## src/assert_macros.svh

```systemverilog
// ----------------------------------------------------------------------------
// assert_macros.svh
// Assertion shorthands shared by the RTL.
// ----------------------------------------------------------------------------
`ifndef ASSERT_MACROS_SVH
`define ASSERT_MACROS_SVH

// checked only outside reset
`define OALE_ASSERT(lbl, clk, rst_n, prop, msg) \
	lbl: assert property (@(posedge clk) disable iff (!rst_n) prop) else $error(msg);

// checked at every edge, reset included
`define OALE_ASSERT_ALWAYS(lbl, clk, prop, msg) \
	lbl: assert property (@(posedge clk) prop) else $error(msg);

`endif

```

## src/oale_pkg.sv

```systemverilog
// ----------------------------------------------------------------------------
// oale_pkg
// Types and constants of the ordered array list engine.
// ----------------------------------------------------------------------------
package oale_pkg;

	localparam int CAPACITY    = 256;
	localparam int ENTRY_WIDTH = 32;
	localparam int IDX_W       = $clog2(CAPACITY);
	localparam int CNT_W       = $clog2(CAPACITY + 1);

	typedef logic signed [ENTRY_WIDTH-1:0] entry_t;

	typedef enum logic [2:0] {
		K_APPEND = 3'd0,
		K_REMOVE = 3'd1,
		K_INSERT = 3'd2,
		K_ERASE  = 3'd3,
		K_FIND   = 3'd4,
		K_READ   = 3'd5,
		K_WRITE  = 3'd6
	} kind_t;

	typedef enum logic [1:0] {
		ST_OK    = 2'd0,
		ST_RANGE = 2'd1,
		ST_FULL  = 2'd2
	} status_t;

	typedef enum logic [2:0] {
		S_IDLE,
		S_START,
		S_SCAN,
		S_DRAIN,
		S_PUT,
		S_RDATA
	} state_t;

	typedef enum logic [1:0] {
		SC_INS,
		SC_ERA,
		SC_FIND
	} scan_t;

	typedef struct packed {
		logic [2:0]         kind;
		logic [8:0]         position;
		logic signed [31:0] operand_value;
	} in_t;

	typedef struct packed {
		logic [1:0]         status;
		logic signed [31:0] read_data;
		logic               found;
		logic [7:0]         found_position;
		logic [8:0]         entry_count;
	} out_t;

	typedef struct packed {
		logic             rd_en;
		logic [IDX_W-1:0] rd_addr;
		logic             wr_en;
		logic [IDX_W-1:0] wr_addr;
		entry_t           wr_data;
	} mem_req_t;

	typedef struct packed {
		logic [IDX_W-1:0] next_idx;
		logic [IDX_W-1:0] tgt;
		logic             last;
		logic             eq;
	} step_t;

	typedef struct packed {
		logic idle;
		logic done;
	} ctrl_sts_t;

endpackage

```

## src/oale_step.sv

```systemverilog
// ----------------------------------------------------------------------------
// oale_step
// Shared scan unit: index step, write-back target, end test and compare.
// ----------------------------------------------------------------------------
module oale_step (
	input  oale_pkg::scan_t              mode,
	input  logic [oale_pkg::IDX_W-1:0]   idx,
	input  logic [oale_pkg::IDX_W-1:0]   bound,
	input  oale_pkg::entry_t             a,
	input  oale_pkg::entry_t             b,
	output oale_pkg::step_t              res
);

	localparam logic [oale_pkg::IDX_W-1:0] ONE = oale_pkg::IDX_W'(1);

	logic [oale_pkg::IDX_W-1:0] inc;
	logic [oale_pkg::IDX_W-1:0] dec;

	assign inc = idx + ONE;
	assign dec = idx - ONE;

	always_comb begin
		res.last = (idx == bound);
		res.eq   = (a == b);
		case (mode)
			oale_pkg::SC_INS: begin
				res.next_idx = dec;
				res.tgt      = inc;
			end
			oale_pkg::SC_ERA: begin
				res.next_idx = inc;
				res.tgt      = dec;
			end
			default: begin
				res.next_idx = inc;
				res.tgt      = idx;
			end
		endcase
	end

endmodule

```

## src/oale_ctrl.sv

```systemverilog
// ----------------------------------------------------------------------------
// oale_ctrl
// Sequencer: decodes one operation, walks the store through the shared
// scan unit and builds the result beat.
// ----------------------------------------------------------------------------
`include "assert_macros.svh"

module oale_ctrl (
	input  logic                  clk,
	input  logic                  arst_n,
	input  logic                  accept,
	input  oale_pkg::in_t         item,
	input  oale_pkg::entry_t      rd_data,
	output oale_pkg::mem_req_t    mem_req,
	output oale_pkg::ctrl_sts_t   sts,
	output oale_pkg::out_t        res
);

	localparam logic [oale_pkg::CNT_W-1:0] CNT_ONE = oale_pkg::CNT_W'(1);
	localparam logic [oale_pkg::CNT_W-1:0] CNT_MAX = oale_pkg::CNT_W'(oale_pkg::CAPACITY);
	localparam logic [oale_pkg::IDX_W-1:0] IDX_ONE = oale_pkg::IDX_W'(1);

	oale_pkg::state_t             state_q, state_d;
	oale_pkg::in_t                op_q;
	logic [oale_pkg::CNT_W-1:0]   cnt_q, cnt_d;
	logic [oale_pkg::IDX_W-1:0]   idx_q, idx_d;
	logic                         pend_q, pend_d;
	logic [oale_pkg::IDX_W-1:0]   pend_addr_q, pend_addr_d;
	logic                         done;

	oale_pkg::kind_t              kind;
	oale_pkg::scan_t              mode;
	oale_pkg::step_t              step;
	oale_pkg::entry_t             val;
	logic [oale_pkg::CNT_W-1:0]   pos9;
	logic [oale_pkg::IDX_W-1:0]   pos8;
	logic [oale_pkg::CNT_W-1:0]   cnt_m1;
	logic [oale_pkg::IDX_W-1:0]   bound;
	logic                         is_full;
	logic                         ins_bad;
	logic                         pos_bad;
	logic                         hit;

	assign kind    = oale_pkg::kind_t'(op_q.kind);
	assign val     = op_q.operand_value[oale_pkg::ENTRY_WIDTH-1:0];
	assign pos9    = op_q.position;
	assign pos8    = pos9[oale_pkg::IDX_W-1:0];
	assign cnt_m1  = cnt_q - CNT_ONE;
	assign is_full = (cnt_q == CNT_MAX);
	assign ins_bad = (pos9 > cnt_q);
	assign pos_bad = (pos9 >= cnt_q);
	assign hit     = pend_q && (kind == oale_pkg::K_FIND) && step.eq;

	always_comb begin
		unique case (kind)
			oale_pkg::K_INSERT: mode = oale_pkg::SC_INS;
			oale_pkg::K_ERASE:  mode = oale_pkg::SC_ERA;
			default:            mode = oale_pkg::SC_FIND;
		endcase
	end

	assign bound = (mode == oale_pkg::SC_INS) ? pos8 : cnt_m1[oale_pkg::IDX_W-1:0];

	oale_step u_step (
		.mode  (mode),
		.idx   (idx_q),
		.bound (bound),
		.a     (rd_data),
		.b     (val),
		.res   (step)
	);

	// next state
	always_comb begin
		state_d = state_q;
		unique case (state_q)
			oale_pkg::S_IDLE: begin
				if (accept) state_d = oale_pkg::S_START;
			end
			oale_pkg::S_START: begin
				state_d = oale_pkg::S_IDLE;
				case (kind)
					oale_pkg::K_INSERT:
						if (!ins_bad && !is_full && pos9 != cnt_q) state_d = oale_pkg::S_SCAN;
					oale_pkg::K_ERASE:
						if (!pos_bad && pos9 != cnt_m1) state_d = oale_pkg::S_SCAN;
					oale_pkg::K_FIND:
						if (cnt_q != '0) state_d = oale_pkg::S_SCAN;
					oale_pkg::K_READ:
						if (!pos_bad) state_d = oale_pkg::S_RDATA;
					default: state_d = oale_pkg::S_IDLE;
				endcase
			end
			oale_pkg::S_SCAN: begin
				if (hit) state_d = oale_pkg::S_IDLE;
				else if (step.last) state_d = oale_pkg::S_DRAIN;
			end
			oale_pkg::S_DRAIN: begin
				state_d = (kind == oale_pkg::K_INSERT) ? oale_pkg::S_PUT : oale_pkg::S_IDLE;
			end
			oale_pkg::S_PUT:   state_d = oale_pkg::S_IDLE;
			oale_pkg::S_RDATA: state_d = oale_pkg::S_IDLE;
			default:           state_d = oale_pkg::S_IDLE;
		endcase
	end

	// datapath and result
	always_comb begin
		mem_req             = '0;
		mem_req.wr_data     = val;
		cnt_d               = cnt_q;
		idx_d               = idx_q;
		pend_d              = pend_q;
		pend_addr_d         = pend_addr_q;
		done                = 1'b0;
		res                 = '0;
		res.status          = oale_pkg::ST_OK;
		unique case (state_q)
			oale_pkg::S_IDLE: begin
				pend_d = 1'b0;
			end
			oale_pkg::S_START: begin
				done = 1'b1;
				case (kind)
					oale_pkg::K_APPEND: begin
						if (is_full) begin
							res.status = oale_pkg::ST_FULL;
						end else begin
							mem_req.wr_en   = 1'b1;
							mem_req.wr_addr = cnt_q[oale_pkg::IDX_W-1:0];
							cnt_d           = cnt_q + CNT_ONE;
						end
					end
					oale_pkg::K_REMOVE: begin
						if (cnt_q != '0) cnt_d = cnt_m1;
					end
					oale_pkg::K_INSERT: begin
						if (ins_bad) begin
							res.status = oale_pkg::ST_RANGE;
						end else if (is_full) begin
							res.status = oale_pkg::ST_FULL;
						end else if (pos9 == cnt_q) begin
							mem_req.wr_en   = 1'b1;
							mem_req.wr_addr = pos8;
							cnt_d           = cnt_q + CNT_ONE;
						end else begin
							done  = 1'b0;
							idx_d = cnt_m1[oale_pkg::IDX_W-1:0];
						end
					end
					oale_pkg::K_ERASE: begin
						if (pos_bad) begin
							res.status = oale_pkg::ST_RANGE;
						end else if (pos9 == cnt_m1) begin
							cnt_d = cnt_m1;
						end else begin
							done  = 1'b0;
							idx_d = pos8 + IDX_ONE;
						end
					end
					oale_pkg::K_FIND: begin
						if (cnt_q != '0) begin
							done  = 1'b0;
							idx_d = '0;
						end
					end
					oale_pkg::K_READ: begin
						if (pos_bad) begin
							res.status = oale_pkg::ST_RANGE;
						end else begin
							done            = 1'b0;
							mem_req.rd_en   = 1'b1;
							mem_req.rd_addr = pos8;
						end
					end
					oale_pkg::K_WRITE: begin
						if (pos_bad) begin
							res.status = oale_pkg::ST_RANGE;
						end else begin
							mem_req.wr_en   = 1'b1;
							mem_req.wr_addr = pos8;
						end
					end
					default: done = 1'b1;
				endcase
			end
			oale_pkg::S_SCAN: begin
				if (pend_q && kind != oale_pkg::K_FIND) begin
					mem_req.wr_en   = 1'b1;
					mem_req.wr_addr = pend_addr_q;
					mem_req.wr_data = rd_data;
				end
				if (hit) begin
					done               = 1'b1;
					pend_d             = 1'b0;
					res.found          = 1'b1;
					res.found_position = pend_addr_q;
				end else begin
					mem_req.rd_en   = 1'b1;
					mem_req.rd_addr = idx_q;
					pend_d          = 1'b1;
					pend_addr_d     = step.tgt;
					idx_d           = step.next_idx;
				end
			end
			oale_pkg::S_DRAIN: begin
				pend_d = 1'b0;
				if (kind != oale_pkg::K_FIND) begin
					mem_req.wr_en   = 1'b1;
					mem_req.wr_addr = pend_addr_q;
					mem_req.wr_data = rd_data;
				end
				if (kind == oale_pkg::K_ERASE) begin
					done  = 1'b1;
					cnt_d = cnt_m1;
				end else if (kind == oale_pkg::K_FIND) begin
					done = 1'b1;
					if (step.eq) begin
						res.found          = 1'b1;
						res.found_position = pend_addr_q;
					end
				end
			end
			oale_pkg::S_PUT: begin
				done            = 1'b1;
				mem_req.wr_en   = 1'b1;
				mem_req.wr_addr = pos8;
				cnt_d           = cnt_q + CNT_ONE;
			end
			oale_pkg::S_RDATA: begin
				done          = 1'b1;
				res.read_data = 32'(rd_data);
			end
			default: done = 1'b0;
		endcase
		res.entry_count = cnt_d;
	end

	always_ff @(posedge clk or negedge arst_n) begin
		if (!arst_n) begin
			state_q <= oale_pkg::S_IDLE;
			cnt_q   <= '0;
			pend_q  <= 1'b0;
		end else begin
			state_q <= state_d;
			cnt_q   <= cnt_d;
			pend_q  <= pend_d;
		end
	end

	always_ff @(posedge clk) begin
		if (accept) begin
			op_q <= item;
		end
		idx_q       <= idx_d;
		pend_addr_q <= pend_addr_d;
	end

	assign sts.idle = (state_q == oale_pkg::S_IDLE);
	assign sts.done = done;

	`OALE_ASSERT(a_cnt_max, clk, arst_n, cnt_q <= CNT_MAX, "count above capacity")
	`OALE_ASSERT(a_done_idle, clk, arst_n, done |=> (state_q == oale_pkg::S_IDLE), "no return to idle after result")
	`OALE_ASSERT(a_pend_scan, clk, arst_n, pend_q |-> (state_q == oale_pkg::S_SCAN || state_q == oale_pkg::S_DRAIN), "pending write outside scan")
	`OALE_ASSERT(a_cnt_step, clk, arst_n, (state_q != oale_pkg::S_IDLE && !done) |=> $stable(cnt_q), "count moved mid operation")

endmodule

```

## config.mk

```make
export PLATFORM = sky130hd
export DESIGN_NAME = oale_ctrl
export DESIGN_NICKNAME = d
export VERILOG_FILES = /design/src/oale_pkg.sv /design/src/oale_step.sv /design/src/oale_ctrl.sv
export VERILOG_INCLUDE_DIRS = /design/src /design/src/src
export SDC_FILE = /design/constraint.sdc
export NUM_CORES = 1
export LEC_CHECK = 0
export ABC_AREA = 0
export BUFFER_PORTS_ARGS = -buffer_cell sky130_fd_sc_hd__buf_2
export CORE_ASPECT_RATIO = 1.2
export CORE_MARGIN = 2
export CORE_UTILIZATION = 32
export CTS_CLUSTER_SIZE = 10
export DETAILED_ROUTE_END_ITERATION = 12
export GPL_TIMING_DRIVEN = 1
export SLEW_MARGIN = 5
export SYNTH_ARGS = -nofsm -noshare
export SYNTH_HDL_FRONTEND = slang
export SYNTH_SLANG_ARGS = --single-unit
export TNS_END_PERCENT = 30
```

## constraint.sdc

```tcl
create_clock -name clk -period 8.4 [get_ports clk]
set_input_delay 1.68 -clock clk [delete_from_list [all_inputs] [get_ports clk]]
set_output_delay 1.68 -clock clk [all_outputs]
set_load 0.01 [all_outputs]
```

# == Word level (Yosys, flattened, before mapping) ==
# Cells that the tools add are included.
# totals
reg_bits,73
in_bits,79
output_inout_bits,104
word_cells,137
# op_classes
n_addsub,5
n_lt_le_gt_ge,2
n_eq_ne,30
muxes,70
bitwise_logic,1
n_reduce_logical,21
# ops
cell,count
$mux W9,19
$mux W41,2
$pmux W9 S4,2
$mux W8,8
$pmux W32 S2,1
$pmux W9 S3,2
$pmux W9 S2,2
$eq A32 B32 Y1,1
$mux W32,1
$pmux W16 S2,1
$ne A3 B3 Y1 const B,8
$pmux W3 S4,2
$pmux W8 S3,1
$eq A9 B9 Y1,2
$ne A9 B9 Y1,2
$add A8 B1 Y8 const B,2
$pmux W8 S2,1
$eq A3 B3 Y1 const B,5
$mux W3,5
$eq A3 B2 Y1 const B,4
$mux W1,12
$mux W2,6
$add A9 B1 Y9 const B,1
$eq A9 B9 Y1 const B,1
24 further kinds,38

# == Depth between registers and ports, before layout ==
# depth
ltp_word,8
mapped_depth,12
depth_no_buf,9

# == Hierarchy ==
# A second synthesis with hierarchy kept.
# unflattened
hier_cells,748
hier_area_um2,6697.7
# by_module_without_submodules
module,instances,cells_per_inst,area_per_inst_um2,seq_area_each_um2
oale_ctrl,1,628,5760.5,2127.0
oale_step,1,120,937.1,0.0

# == Worst setup path before layout ==
# Ideal clock, no wire load.
# synth_timing
path_kind,register -> output
from,reg cnt_q[6] (netlist bit)
to,out res[7] (netlist bit)
arrival_time_ns,3.168
required_time_ns,6.720
slack_ns,3.552
stages_incl_launch_ff,11
path_buffers,1
path_cell_list,dfrtp_1 clkbuf_1 inv_1 ha_1 a2111oi_0 o221ai_1 o22ai_1 nand2_1 or3b_4 or3_1 a31oi_1
# synth_lines
item,line_no,source
"start, declared",oale_ctrl.sv:25,"logic [oale_pkg::CNT_W-1:0] cnt_q, cnt_d;"
"start signal, assigned",oale_ctrl.sv:246,cnt_q <= cnt_d;
"end, declared",oale_ctrl.sv:16,output oale_pkg::out_t res

==> run summary <==
GLOBAL ROUTING
--------------------------------------------------------------------------------------------------
Number of global-route vias before repair                                                    6,651
Number of antenna violations at the first check in global routing                                0
Total global-route track usage                                                               22.6%
Maximum number of pins on one net before global-route repair                                    46
Wire length of the first global-routing pass                                             37,100 µm
Leftover overflow at the end of global routing                                                   0

FLOORPLANNING
--------------------------------------------------------------------------------------------------
Number of rows in the core area                                                                 56
Die Span Y                                                                                  160 µm
Initial Util                                                                                 32.8%
Floorplan Core Area                                                                     19,700 µm²
Area of the die                                                                         21,400 µm²
Chip width                                                                                  134 µm
Io pins                                                                                        183

TIMING
--------------------------------------------------------------------------------------------------
Final setup TNS                                                                               0 ns
Final hold viol count                                                                            0
Worst slew pin tran                                                                        1.12 ns
Post-route fraction of the period consumed by the critical path                              72.1%
Final Max Tran Viols                                                                             0
Worst-case headroom to the max-slew limit                                                    25.4%
Unrepaired setup endpoints after global routing                                              false
Crit path time final                                                                       6.06 ns
Number of endpoints failing setup at the final stage                                             0
Maximum frequency from static timing analysis                                              165 MHz
Worst-case clock skew                                                                    0.0143 ns

WORST SETUP PATH
--------------------------------------------------------------------------------------------------
Setup CP Type                                                                           reg -> out
Required time at the endpoint of the critical path                                         6.72 ns
Number of buffers and inverters on the critical path                                             2
Category of the worst setup path launch point                                            flip-flop
Slowest-stage cell, CP                                                                     nor3b_2
Family with the most delay on the worst path                                          simple AND/OR/NAND/NOR gates
Sort of element at the end of the critical path                                        output port
Max Fanout on Critical Path                                                                     15
Cells traversed along the worst timing path                                           inv_1 > ha_1 > nor3b_2 > and3_1 > o2111ai_4 > nor3_2 > or3b_4 > mux2i_1 > o22ai_1 > buf_2
Critical path arrival                                                                      4.38 ns
Maximum single-stage delay on the critical path                                            0.70 ns

SYNTHESIS
--------------------------------------------------------------------------------------------------
Synthesized area per cell                                                                 8.67 µm²
EDFF count, synth                                                                               60
Synth Warn #                                                                                     0
Flop and latch count out of synthesis                                                           73
Sequential-to-total area share from yosys stat                                               32.9%
Unique masters post-synth                                                                       75
Post-synth design cell area                                                               6470 µm²
Number of instances in the synthesized netlist                                                 746
Share of synthesized flip-flops with an asynchronous set or reset                            17.8%
Total nets after synthesis                                                                     842
Ys flop type                                                                              edfxtp_1

STATUS
--------------------------------------------------------------------------------------------------
Result of the run                                                                        completed

CLOCK TREE
--------------------------------------------------------------------------------------------------
Hold buffer count at cts                                                                         0
Clock tree from TritonCTS                                                                      yes
Clk buf depth                                                                                    2
Root Driver                                                                              clkbuf_16
H-tree level count                                                                               3
Count of buffers added by post-CTS timing repair for setup                                       0
Sinks on Clock Net                                                                              73
CTS buffer count                                                                                 9
Insertion delay of the later-clocked pin in the worst-skew pair                            0.35 ns
Clock transition time at the flip-flop clock pins of the worst setup and hold paths        0.07 ns
Gates resized, CTS repair                                                                        0

ROUTE
--------------------------------------------------------------------------------------------------
Total vias in the final route                                                                6,674
DR pass1 iterations                                                                              8
Vias per cell                                                                                 5.76
Number of design rule violations left after detail routing                                       0
Drt wl/cell                                                                                21.2 µm
Post-route ant nets                                                                              0
Drt initial violations                                                                         563
Total wirelength of the detailed-routed design                                           24,600 µm

CELLS AND AREA
--------------------------------------------------------------------------------------------------
Number of fill cells                                                                         2,004
Net total in the final layout                                                                  989
Proportion of layout cells with a drive suffix above 1                                       29.0%
Final Util                                                                                   40.0%
Antenna fix cells                                                                                0
P&R area growth vs syn                                                                       21.9%

PWR
--------------------------------------------------------------------------------------------------
Worst IR Drop VDD                                                                       0.000129 V
Sequential fraction of design power                                                          29.5%
Switching portion of total power                                                             47.3%
Fraction of power consumed by combinational cells                                            52.3%
Cell internal pwr                                                                          1270 µW
Cell leakage power                                                                      0.00326 µW
Power density relative to cell area                                                     307 nW/µm²
Total net switching power                                                                  1140 µW
Relative contribution of the clock network to total power                                    18.2%

MIN PATH
--------------------------------------------------------------------------------------------------
Class of the tightest hold or removal check                                             reg -> reg

PLACE
--------------------------------------------------------------------------------------------------
Final GP Congestion                                                                           1.10
Final HPWL DP                                                                            18,200 µm
Number of port buffers                                                                         182

FLOW RUN
--------------------------------------------------------------------------------------------------
# Max-Cap Violations                                                                             0

## stage by stage
stage / setup slack, ns / hold slack (ns) / power, µW / cell area, µm² / std cells
global route: 2.28 / 0.613 / 2550 / 7880 / 1159
global placement: 2.88 / 0.529 / 1940 / 7560 / 1143
detailed placement: 2.92 / 0.547 / 1950 / 7560 / 1143
floorplan: 3.55 / 0.511 / 1530 / 6470 / 746
finish: 2.34 / 0.553 / 2420 / 7880 / 1159
CTS: 2.52 / 0.557 / 2400 / 7880 / 1159
## power by group through the flow
stage	combinational [µW]	clock, µW	sequential, µW
finish	1270	439	713
global route	1370	458	725
CTS	1240	451	704
detailed placement	1240	0	713
global placement	1230	0	710
floorplan	979	0	554
## state kept, by name, indices dropped and copies added (netlist names)
signal       cells
idx_q            8
cnt_q            9
state_q          3
pos9             9
kind             3
pend_q           1
pend_addr_q      8
val             32
## layout by cell type (no fill, tap or decap), types with 4 or more instances in the layout
master	instances
a21oi_1	59
o21ai_0	44
and3_1	8
edfxtp_1	60
dfrtp_1	13
o211ai_1	5
buf_4	11
nand2_1	45
o22ai_1	11
xor2_1	17
o221ai_1	5
nand2b_1	4
and2_1	41
buf_2	182
mux2_2	33
ha_1	17
nand3_1	20
a31oi_1	9
xnor2_1	57
nor2_1	62
nor4_1	7
a22o_1	8
a22oi_1	9
nor3_1	17
mux2i_1	6
inv_1	28
nand4_1	22
a21o_1	4
o31ai_1	4
a211oi_1	7
clkbuf_16	9
## final cells by class
class                           count  area (µm²)  area share (%)
Sequential cell                    73        2130            27.0
Inverter                           29         109            1.38
Tap cell                          261         327            4.14
Multi-Input combinational cell    587        4000            50.7
Timing Repair Buffer              193         993            12.6
Clock inverter                      7         101            1.29
Clock buffer                        9         225            2.86
## Yosys cell counts (all sizes together), types with 6 or more instances
cell type / n / area [µm²]
a211oi: 7 / 52.6
and3: 8 / 50.1
nand2: 45 / 169
buf: 11 / 75.1
a22oi: 9 / 67.6
mux2i: 6 / 60.1
mux2: 33 / 372
ha: 17 / 213
nor4: 9 / 77.6
nor2: 62 / 233
edfxtp: 60 / 1800
nand4: 22 / 138
nand3: 20 / 100
xor2: 17 / 149
clkbuf: 46 / 173
nor3: 19 / 111
a31oi: 9 / 56.3
dfrtp: 13 / 325
xnor2: 57 / 499
a21oi: 60 / 300
inv: 28 / 105
and2: 42 / 263
o22ai: 11 / 68.8
a22o: 8 / 70.1
o21ai: 45 / 225
## worst paths after layout
path / end / start / depth (start not counted) / slack (ns)
min in group asynchronous: cnt_q[3]$_DFF_PN0_ / arst_n / 1 / 1.26
hold reg to reg: pend_q$_DFFE_PN0P_ / pend_q$_DFFE_PN0P_ / 2 / 0.55
max in group asynchronous: pend_q$_DFFE_PN0P_ / arst_n / 1 / 6.83
setup reg to reg: idx_q[6]$_DFFE_PP_ / cnt_q[6]$_DFF_PN0_ / 8 / 3.81
setup / recovery: res[0] / cnt_q[0]$_DFF_PN0_ / 10 / 2.34
hold / removal: pend_q$_DFFE_PN0P_ / pend_q$_DFFE_PN0P_ / 2 / 0.55
## tightest hold or removal path: cells and delay by family, from the launching register on
kind                   cells  cell delay [ns]
AOI/OAI and AO/OA          1             0.07
buffers and inverters      1             0.07
DFF                        1             0.37
## layer usage
layer | track usage [%] | vias up | wire length [µm]
met3 | 4.86 | 92 | 2250
li1 | - | 3032 | -
met5 | 0 | - | 0
met2 | 38.9 | 432 | 12000
met1 | 25.4 | 3118 | 8990
met4 | 13.8 | 0 | 1360
## cell families after synthesis
kind of cell / share of synthesized area (%)
buffers and inverters: 5.51
multiplexers: 6.67
AO/OA/AOI/OAI: 20.0
AND/OR/NAND/NOR: 20.9
adder cells (fa/ha/maj): 3.29
flip-flops: 32.9
XOR/XNOR: 10.7
No activity file was read; power rests on OpenSTA's default activity.
